[src/sv/prld_pkg.sv]
// Shared types and constants for the PCX run-length line decoder.
// Used by prld_ctrl, prld_datapath and pcx_rle_line_decoder; no dependencies.
`default_nettype none

package prld_pkg;

    // Byte classification: top two bits set marks a run key
    localparam logic [7:0] KEY_MASK   = 8'hc0;
    localparam logic [7:0] COUNT_MASK = 8'h3f;
    localparam int         COUNT_W    = 6;

    // Configuration port
    localparam int CFG_W          = 16;
    localparam int CFG_IDX_W      = 2;
    localparam int LINE_WIDTH_RST = 320;
    localparam int BYTES_PER_LINE_RST = 320;
    localparam int LINE_COUNT_RST = 200;

    typedef enum logic [CFG_IDX_W-1:0] {
        CFG_LINE_WIDTH     = 2'd0,
        CFG_BYTES_PER_LINE = 2'd1,
        CFG_LINE_COUNT     = 2'd2
    } t_cfg_index;

    // Controller states, one-hot
    typedef enum logic [1:0] {
        S_IDLE = 2'b01,
        S_RUN  = 2'b10
    } t_state;

    // Commands from controller to datapath
    typedef struct packed {
        logic load;   // take the accepted input byte
        logic step;   // decode one repetition of the current run
        logic flush;  // send the held pixel as the last of its item
    } t_cmd;

    // Status from datapath to controller
    typedef struct packed {
        logic tot_ok;       // pixel total is up to date with the registers
        logic finished;     // image complete, inputs are ignored
        logic await_value;  // a key was seen, next byte is the run value
        logic byte_is_key;  // the input byte is a key
        logic count_zero;   // stored run count is zero
        logic reps_last;    // one repetition left in the run
        logic step_fin;     // a step now would emit the final image pixel
        logic hold_valid;   // a decoded pixel waits in the hold stage
        logic out_free;     // output register can take a pixel this cycle
    } t_status;

endpackage

`default_nettype wire

[src/sv/prld_ctrl.sv]
// Controller of the PCX run-length line decoder: input handshake and run sequencing.
// Depends on prld_pkg; drives commands to prld_datapath.
`default_nettype none

module prld_ctrl
    import prld_pkg::*;
(
    input  wire logic    i_clk,
    input  wire logic    i_rst_n,
    input  wire logic    i_in_valid,
    output logic         o_in_stall,
    input  wire t_status i_status,
    output t_cmd         o_cmd
);

    t_state r_state;
    t_state n_state;
    logic   in_accept;
    logic   starts_run;

    // Accept only in idle, with the total settled and the hold stage able to drain
    always_comb begin
        o_in_stall = 1'b1;
        if (r_state == S_IDLE) begin
            o_in_stall = !(i_status.tot_ok &&
                           (!i_status.hold_valid || i_status.out_free));
        end
    end

    assign in_accept = i_in_valid && !o_in_stall;

    // An item starts a run if the image is not finished and it is a literal or a run value with non-zero count
    assign starts_run = !i_status.finished &&
                        ((i_status.await_value && !i_status.count_zero) ||
                         (!i_status.await_value && !i_status.byte_is_key));

    // Commands and next state
    always_comb begin
        o_cmd   = '0;
        n_state = r_state;
        case (r_state)
            S_IDLE: begin
                o_cmd.flush = i_status.hold_valid && i_status.out_free;
                o_cmd.load  = in_accept;
                if (in_accept && starts_run) begin
                    n_state = S_RUN;
                end
            end
            S_RUN: begin
                o_cmd.step = i_status.out_free || !i_status.hold_valid;
                if (o_cmd.step && (i_status.reps_last || i_status.step_fin)) begin
                    n_state = S_IDLE;
                end
            end
            default: begin
                n_state = S_IDLE;
            end
        endcase
    end

    // State register
    always_ff @(posedge i_clk) begin
        if (!i_rst_n) begin
            r_state <= S_IDLE;
        end else begin
            r_state <= n_state;
        end
    end

endmodule

`default_nettype wire

[src/sv/prld_datapath.sv]
// Datapath of the PCX run-length line decoder: registers, run state, column and
// pixel counters, hold stage and output register. Depends on prld_pkg.
`default_nettype none

module prld_datapath
    import prld_pkg::*;
#(
    parameter int DIM_BITS = 16
) (
    input  wire logic                 i_clk,
    input  wire logic                 i_rst_n,
    input  wire logic                 i_cfg_wr_en,
    input  wire logic [CFG_IDX_W-1:0] i_cfg_index,
    input  wire logic [CFG_W-1:0]     i_cfg_data,
    input  wire logic [7:0]           i_data_byte,
    input  wire logic                 i_out_stall,
    input  wire t_cmd                 i_cmd,
    output t_status                   o_status,
    output logic                      o_out_valid,
    output logic [7:0]                o_pixel,
    output logic                      o_last_of_run,
    output logic                      o_image_done
);

    localparam int PW = 2 * DIM_BITS;

    // Configuration and derived total
    logic [DIM_BITS-1:0] r_line_width;
    logic [DIM_BITS-1:0] r_bytes_per_line;
    logic [DIM_BITS-1:0] r_line_count;
    logic [PW-1:0]       r_total;
    logic                r_tot_ok;

    // Decode state
    logic               r_await;
    logic [COUNT_W-1:0] r_count;
    logic [7:0]         r_value;
    logic [COUNT_W-1:0] r_reps_left;
    logic [DIM_BITS-1:0] r_col;
    logic [PW-1:0]      r_pix_cnt;
    logic               r_finished;

    // Hold stage and output register
    logic       r_hold_valid;
    logic [7:0] r_hold_pixel;
    logic       r_hold_done;
    logic       r_out_valid;
    logic [7:0] r_out_pixel;
    logic       r_out_last;
    logic       r_out_done;

    logic                col_vis;
    logic [DIM_BITS-1:0] n_col_inc;
    logic [DIM_BITS-1:0] n_col;
    logic [PW-1:0]       n_pix_cnt;
    logic [PW-1:0]       n_total;
    logic                step_fin;
    logic                out_free;

    // Column advance and pixel count for one repetition
    always_comb begin
        col_vis   = r_col < r_line_width;
        n_col_inc = r_col + DIM_BITS'(1);
        n_col     = (n_col_inc >= r_bytes_per_line) ? '0 : n_col_inc;
        n_pix_cnt = r_pix_cnt + PW'(1);
        step_fin  = col_vis && (n_pix_cnt == r_total);
        n_total   = PW'(r_line_width) * PW'(r_line_count);
    end

    assign out_free = !r_out_valid || !i_out_stall;

    // Status to the controller
    always_comb begin
        o_status             = '0;
        o_status.tot_ok      = r_tot_ok;
        o_status.finished    = r_finished;
        o_status.await_value = r_await;
        o_status.byte_is_key = (i_data_byte & KEY_MASK) == KEY_MASK;
        o_status.count_zero  = r_count == '0;
        o_status.reps_last   = r_reps_left == COUNT_W'(1);
        o_status.step_fin    = step_fin;
        o_status.hold_valid  = r_hold_valid;
        o_status.out_free    = out_free;
    end

    // Configuration registers; the total is re-registered in the cycle after a write
    always_ff @(posedge i_clk) begin
        if (!i_rst_n) begin
            r_line_width     <= DIM_BITS'(LINE_WIDTH_RST);
            r_bytes_per_line <= DIM_BITS'(BYTES_PER_LINE_RST);
            r_line_count     <= DIM_BITS'(LINE_COUNT_RST);
            r_tot_ok         <= 1'b0;
        end else begin
            r_tot_ok <= !i_cfg_wr_en;
            if (i_cfg_wr_en) begin
                case (t_cfg_index'(i_cfg_index))
                    CFG_LINE_WIDTH:     r_line_width     <= i_cfg_data[DIM_BITS-1:0];
                    CFG_BYTES_PER_LINE: r_bytes_per_line <= i_cfg_data[DIM_BITS-1:0];
                    CFG_LINE_COUNT:     r_line_count     <= i_cfg_data[DIM_BITS-1:0];
                    default: begin
                    end
                endcase
            end
        end
    end

    always_ff @(posedge i_clk) begin
        r_total <= n_total;
    end

    // Run state, counters and hold valid
    always_ff @(posedge i_clk) begin
        if (!i_rst_n) begin
            r_await      <= 1'b0;
            r_count      <= '0;
            r_col        <= '0;
            r_pix_cnt    <= '0;
            r_finished   <= 1'b0;
            r_hold_valid <= 1'b0;
        end else begin
            if (i_cmd.load && !r_finished) begin
                if (r_await) begin
                    r_await <= 1'b0;
                    r_count <= '0;
                end else if ((i_data_byte & KEY_MASK) == KEY_MASK) begin
                    r_await <= 1'b1;
                    r_count <= COUNT_W'(i_data_byte & COUNT_MASK);
                end
            end
            if (i_cmd.flush) begin
                r_hold_valid <= 1'b0;
            end
            if (i_cmd.step) begin
                r_col <= n_col;
                if (col_vis) begin
                    r_pix_cnt    <= n_pix_cnt;
                    r_hold_valid <= 1'b1;
                    if (step_fin) begin
                        r_finished <= 1'b1;
                    end
                end
            end
        end
    end

    // Run value, repetition count and hold payload
    always_ff @(posedge i_clk) begin
        if (i_cmd.load) begin
            r_value <= i_data_byte;
            if (r_await) begin
                r_reps_left <= r_count;
            end else begin
                r_reps_left <= COUNT_W'(1);
            end
        end else if (i_cmd.step) begin
            r_reps_left <= r_reps_left - COUNT_W'(1);
        end
        if (i_cmd.step && col_vis) begin
            r_hold_pixel <= r_value;
            r_hold_done  <= step_fin;
        end
    end

    // Output register: a held pixel moves on when a newer one displaces it or on flush
    always_ff @(posedge i_clk) begin
        if (!i_rst_n) begin
            r_out_valid <= 1'b0;
        end else if (i_cmd.flush || (i_cmd.step && col_vis && r_hold_valid)) begin
            r_out_valid <= 1'b1;
        end else if (!i_out_stall) begin
            r_out_valid <= 1'b0;
        end
    end

    always_ff @(posedge i_clk) begin
        if (i_cmd.flush || (i_cmd.step && col_vis && r_hold_valid)) begin
            r_out_pixel <= r_hold_pixel;
            r_out_last  <= i_cmd.flush;
            r_out_done  <= r_hold_done;
        end
    end

    assign o_out_valid   = r_out_valid;
    assign o_pixel       = r_out_pixel;
    assign o_last_of_run = r_out_last;
    assign o_image_done  = r_out_done;

`ifndef ASSERT_OFF
    a_no_step_after_finish: assert property (@(posedge i_clk) disable iff (!i_rst_n)
        i_cmd.step |-> !r_finished)
        else $error("run step issued after image completion");

    a_step_has_reps: assert property (@(posedge i_clk) disable iff (!i_rst_n)
        i_cmd.step |-> r_reps_left != '0)
        else $error("run step issued with no repetitions left");

    a_flush_has_pixel: assert property (@(posedge i_clk) disable iff (!i_rst_n)
        i_cmd.flush |-> r_hold_valid && out_free)
        else $error("flush without a held pixel or a free output");

    a_done_implies_finished: assert property (@(posedge i_clk) disable iff (!i_rst_n)
        r_hold_valid && r_hold_done |-> r_finished)
        else $error("held final pixel without finished flag");

    a_no_overwrite: assert property (@(posedge i_clk) disable iff (!i_rst_n)
        i_cmd.step && col_vis && r_hold_valid |-> out_free)
        else $error("output register overwritten while stalled");
`endif

endmodule

`default_nettype wire

[src/sv/pcx_rle_line_decoder.sv]
// Top level of the PCX 8-bit run-length line decoder.
// Depends on prld_pkg, prld_ctrl and prld_datapath.
//
// Usage:
//   Input channel (i_in_valid / o_in_stall / i_data_byte) takes one encoded byte
//   per item. Output channel (o_out_valid / i_out_stall / o_pixel,
//   o_last_of_run, o_image_done) gives one visible pixel per item.
//   Configuration is written through i_cfg_wr_en / i_cfg_index / i_cfg_data
//   (0 line width, 1 bytes per line, 2 line count) while the block is idle.
// Flow:
//   A key byte is taken and starts no run; a literal is taken and decoded once; a
//   run value with count n is taken and decoded n times, one decoded byte per cycle
//   while the output is not stalled, through the column and pixel counters.
//   Each pixel waits in a hold stage until the next step or a flush so that its
//   last-of-run flag is known; the last one drains while the next item is taken.
//   After any register write the input stalls while the width-times-height
//   total is re-registered; the same applies after reset.
// Reset and stall:
//   Reset clears the run, column and pixel counters and restores the default
//   geometry (320 x 200, 320 bytes per line). A stalled output holds its item;
//   the decoder then halts and backs pressure onto the input.
//   Once the final pixel is out, later input items are taken and dropped.
`default_nettype none

module pcx_rle_line_decoder
    import prld_pkg::*;
#(
    parameter int DIM_BITS = 16
) (
    input  wire logic                 i_clk,
    input  wire logic                 i_rst_n,
    input  wire logic                 i_cfg_wr_en,
    input  wire logic [CFG_IDX_W-1:0] i_cfg_index,
    input  wire logic [CFG_W-1:0]     i_cfg_data,
    input  wire logic                 i_in_valid,
    output logic                      o_in_stall,
    input  wire logic [7:0]           i_data_byte,
    output logic                      o_out_valid,
    input  wire logic                 i_out_stall,
    output logic [7:0]                o_pixel,
    output logic                      o_last_of_run,
    output logic                      o_image_done
);

    t_cmd    cmd;
    t_status status;

    prld_ctrl u_ctrl (
        .i_clk      (i_clk),
        .i_rst_n    (i_rst_n),
        .i_in_valid (i_in_valid),
        .o_in_stall (o_in_stall),
        .i_status   (status),
        .o_cmd      (cmd)
    );

    prld_datapath #(
        .DIM_BITS (DIM_BITS)
    ) u_datapath (
        .i_clk         (i_clk),
        .i_rst_n       (i_rst_n),
        .i_cfg_wr_en   (i_cfg_wr_en),
        .i_cfg_index   (i_cfg_index),
        .i_cfg_data    (i_cfg_data),
        .i_data_byte   (i_data_byte),
        .i_out_stall   (i_out_stall),
        .i_cmd         (cmd),
        .o_status      (status),
        .o_out_valid   (o_out_valid),
        .o_pixel       (o_pixel),
        .o_last_of_run (o_last_of_run),
        .o_image_done  (o_image_done)
    );

endmodule

`default_nettype wire
[config.mk]
export PLATFORM = sky130hd
export DESIGN_NAME = pcx_rle_line_decoder
export DESIGN_NICKNAME = d
export VERILOG_FILES = /design/src/sv/prld_pkg.sv /design/src/sv/prld_ctrl.sv /design/src/sv/prld_datapath.sv /design/src/sv/pcx_rle_line_decoder.sv
export SDC_FILE = /design/constraint.sdc
export NUM_CORES = 1
export LEC_CHECK = 0
export ABC_AREA = 1
export BUFFER_PORTS_ARGS = -buffer_cell sky130_fd_sc_hd__buf_2
export CORE_ASPECT_RATIO = 0.7
export CORE_UTILIZATION = 25
export CTS_CLUSTER_DIAMETER = 60
export DETAILED_ROUTE_END_ITERATION = 16
export HOLD_SLACK_MARGIN = 0.03
export PLACE_DENSITY = 0.51
export SKIP_LAST_GASP = 1
export SYNTH_ARGS = -nofsm -noshare
export SYNTH_HDL_FRONTEND = slang
export SYNTH_HIERARCHICAL = 1
export SYNTH_SLANG_ARGS = --single-unit
[constraint.sdc]
create_clock -name i_clk -period 9.7 [get_ports i_clk]
set_input_delay 0.485 -clock i_clk [delete_from_list [all_inputs] [get_ports i_clk]]
set_output_delay 0.485 -clock i_clk [all_outputs]
set_load 0.01 [all_outputs]
==> metrics list <==
- Result of the run: complete, no violations
- The count of final hold-check violations came to 0.
- For the pin with the worst max-slew slack, the measured transition is 1010 ps.
- The number of cells on the worst reg-to-reg path is 23.
- The worst pin sits at a relative slew slack of 0.325.
- Max-cap violations in this run came to 0.
- Placed cell count: 3139
- Clock-pin slew was measured on the worst setup and hold paths at 90 ps.
- Max frequency: roughly 160 MHz
- The net count of the finished layout is between 2000 and 3000.
* Aggregate global routing overflow: 0
- In this run the deepest clock path goes through 2 buffers.
- Once layout is done, the placed cells without fillers occupy ~19000 um2.
- After clock tree synthesis, the repair step resized 0 gates.
- Clock latency on the worst-skew pair: 470 ps
- First-pass GRT wire length: around 75 mm
* Clock period minus worst slack: between 6000 and 7000 ps
* Die Area: around 70000 um2
- Number of vias after detailed routing: 13500
* Leakage: roughly 9.6 nW
* Largest fanout on the critical path: 17
- Setup repair after global routing left no endpoint under its margin.
- Worst IR Drop VDD: 124 uV
* Post-layout total power: between 2 and 2.5 mW
- The region available for standard cell placement spans 68100 um2.
- Chip width: 315 um
- Of the total synthesized cell area, the portion taken by XOR and XNOR cells is 0.0323.
* Dpl ws: 3580 ps
* Basic-gate share of the synthesized area counting and, or, nand and nor cells: 0.203
- Post-Syn Instances: 2281
* TritonCTS clock tree: built
- Utilization of the core after routing: 0.277
- Fraction of registers with async set or reset after synthesis: 0
- The number of clock buffers added by TritonCTS is 17.
- Total power per unit cell area: 112 nW/um2
- Syn_nets: 2645
* Number of antenna repair diodes: 0
- Of the total synthesized cell area, the portion taken by full adders, half adders and majority gates is 0.327.
- Entering global routing, the biggest net connects 72 pins.
- Counting instances, the worst hold path has a depth of 1.
- The max-slew violation count was 0.
- Most common cell in the netlist: sky130_fd_sc_hd__nand2_1
- Signed area change from the synthesized netlist to the final layout: 9.70%
- Num Clock Sinks: 174
- For this run, the register share of the synthesized area comes to 0.222.
- Vias in the first global route: 13000
- Hold/Removal Path Class: input port to flop
* Startpoint kind of the worst setup timing path: flop
- STA puts the critical path data arrival time at 6520 ps.
* PortBufs: 42
- Floorplan die height: 221 um
* Post-route ant nets: 0
- Unique masters post-synth: 46
- Number of DRC violations after detailed routing: 0
* Share of synthesized area spent on multiplexers: 0
* Initial core utilization: 0.253
* Dominant cells by area after synthesis: sky130_fd_sc_hd__fa_1 23%, sky130_fd_sc_hd__dfxtp_1 16%, sky130_fd_sc_hd__nand2_1 13%, sky130_fd_sc_hd__inv_1 11%, sky130_fd_sc_hd__ha_1 10%
* Syn avg cell area: between 7 and 8 um2
- The placed instances occupy a cell area of 18200 um2.
- The compound-cell area share of the yosys netlist came to 0.0788.
- I/O pin total: 43
* Average routed wire per standard cell: 14.8 um
- After layout, the worst setup slack is between 3000 and 4000 ps.
* Count of endpoints failing setup in the final report: 0
- In the routed layout, each cell is associated on average with a via count of 4.26.
- For this block, the initial DRC count from the detailed router was 1097.
* Warning count from the yosys run: 6
- Cell at the root of the clock tree: sky130_fd_sc_hd__clkbuf_16
* Post-route worst hold slack: 222 ps
- In the final layout, the share of cells above drive strength 1 is 0.0520.
* Final critical-path share of the clock period: 0.636
- Setup skew after layout: 21.2 ps
* Most common flop cell mapped by yosys: sky130_fd_sc_hd__dfxtp_1
* Final wirelength: 46.9 mm
* Final RePlAce weighted congestion: 0.866
- The synthesized design contains 174 register bits.
* Hold-fix buffer count after cts: 0
- CTS built an H-tree with a depth of 4.
- The synthesized netlist occupies a cell area of 17200 um2.
- First drt pass iteration count: 5
- In this run, synthesis inferred 33 flip-flops with an integrated enable.
- Num rows: 80
- Filler cells: 7435
- Commonest cells post-synth: 582 x sky130_fd_sc_hd__nand2_1, 520 x sky130_fd_sc_hd__inv_1, 194 x sky130_fd_sc_hd__fa_1, 144 x sky130_fd_sc_hd__a21oi_1, 141 x sky130_fd_sc_hd__dfxtp_1
* Register-to-register setup slack: 3530 ps
- Cell type with the highest aggregate area in the netlist: sky130_fd_sc_hd__fa_1
- Setup TNS Final: 0 ps
* Post-CTS repair timing setup buffer count: 0
- The count of cells in the finished layout, fillers not included, comes to 3171.
- Area share of the largest cell type after synthesis: 0.226
- Category of the worst setup path capture point: flop
- Half-perimeter wire length after detailed placement: 36.7 mm
* Global-route usage over all layers: 0.139
- For the worst setup path, the data required time is around 10000 ps.
- By area, the combinational part of the netlist is dominated by adder cells.
* Initial antenna violation count: 0
- The setup path with the least slack is of type flop to flop.
[cell usage in the layout (no fill, tap or decap), drive strengths merged, types with 33 or more instances in the layout]
| cell type | count |
|---|---|
| nand2 | 590 |
| inv | 529 |
| fa | 194 |
| a21oi | 145 |
| dfxtp | 141 |
| ha | 139 |
| nor2 | 115 |
| nand3 | 98 |
| o21ai | 89 |
| buf | 53 |
| xor2 | 40 |
| edfxtp | 33 |
[critical path: stages, from the launching register on]
cell and delay, ps:
sky130_fd_sc_hd__dfxtp_1 940, sky130_fd_sc_hd__nand2_1 180, sky130_fd_sc_hd__fa_1 580, sky130_fd_sc_hd__inv_1 50, sky130_fd_sc_hd__fa_1 520, sky130_fd_sc_hd__ha_1 150, sky130_fd_sc_hd__inv_1 50, sky130_fd_sc_hd__fa_1 550
sky130_fd_sc_hd__fa_1 450, sky130_fd_sc_hd__fa_1 560, sky130_fd_sc_hd__inv_1 40, sky130_fd_sc_hd__ha_1 340, sky130_fd_sc_hd__nand2_1 70, sky130_fd_sc_hd__inv_1 50, sky130_fd_sc_hd__nand2_1 40, sky130_fd_sc_hd__nand2_1 100
sky130_fd_sc_hd__inv_1 60, sky130_fd_sc_hd__o21ai_0 460, sky130_fd_sc_hd__nand3_1 140, sky130_fd_sc_hd__nand2_1 170, sky130_fd_sc_hd__nand2_1 60, sky130_fd_sc_hd__nand2_1 90, sky130_fd_sc_hd__a21oi_1 90, sky130_fd_sc_hd__xnor2_1 290
[per-layer routing]
metal	vias up	track usage	part of all wire
met1	6288	0.222	0.53
met4	0	0.0251	0.0099
met3	31	0.0326	0.084
met5	-	0	0
met2	386	0.184	0.38
li1	6818	-	-
[state kept, by name, summed over array words and instances (netlist names), 8 cells and up]
name / flops
u_datapath/r_line_count: 16
u_datapath/r_pix_cnt: 32
u_datapath/r_total: 32
u_datapath/r_line_width: 16
u_datapath/o_pixel: 8
u_datapath/r_value: 8
u_datapath/r_col: 16
u_datapath/r_bytes_per_line: 16
u_datapath/r_hold_pixel: 8
[area by class of cell]
class                   instances  area (um2)  share of cell area
clock buffers                  17         425              0.0225
repair buffers                 53         293              0.0155
multi-input cells            1487       11000               0.585
inverters                     523        1960               0.104
well taps                     902        1130              0.0598
flip-flops and latches        174        3810               0.202
clock inverters                15         209              0.0111
[where the power goes]
part / switching (mW) / internal (mW)
clock: 0.372 / 0.359
sequential: 0.0665 / 0.781
combinational: 0.339 / 0.202
total: 0.777 / 1.34
[final timing paths]
check,to,start
worst max-delay path,u_datapath/r_total[23]$_DFF_P_,u_datapath/r_line_width[4]$_SDFFE_PN0P_
worst min-delay path,u_datapath/r_value[6]$_DFFE_PP_,i_data_byte[6]
worst max register to register,u_datapath/r_total[23]$_DFF_P_,u_datapath/r_line_width[4]$_SDFFE_PN0P_
worst min register to register,u_datapath/r_hold_pixel[3]$_DFFE_PP_,u_datapath/r_value[3]$_DFFE_PP_
[kinds of logic after synthesis]
family / Yosys count
xor+xnor: 57
simple gates: 839
fa+ha+maj: 333
compound gates: 258
buf+inv: 620
flops: 174
No activity file was read; power rests on OpenSTA's default activity.
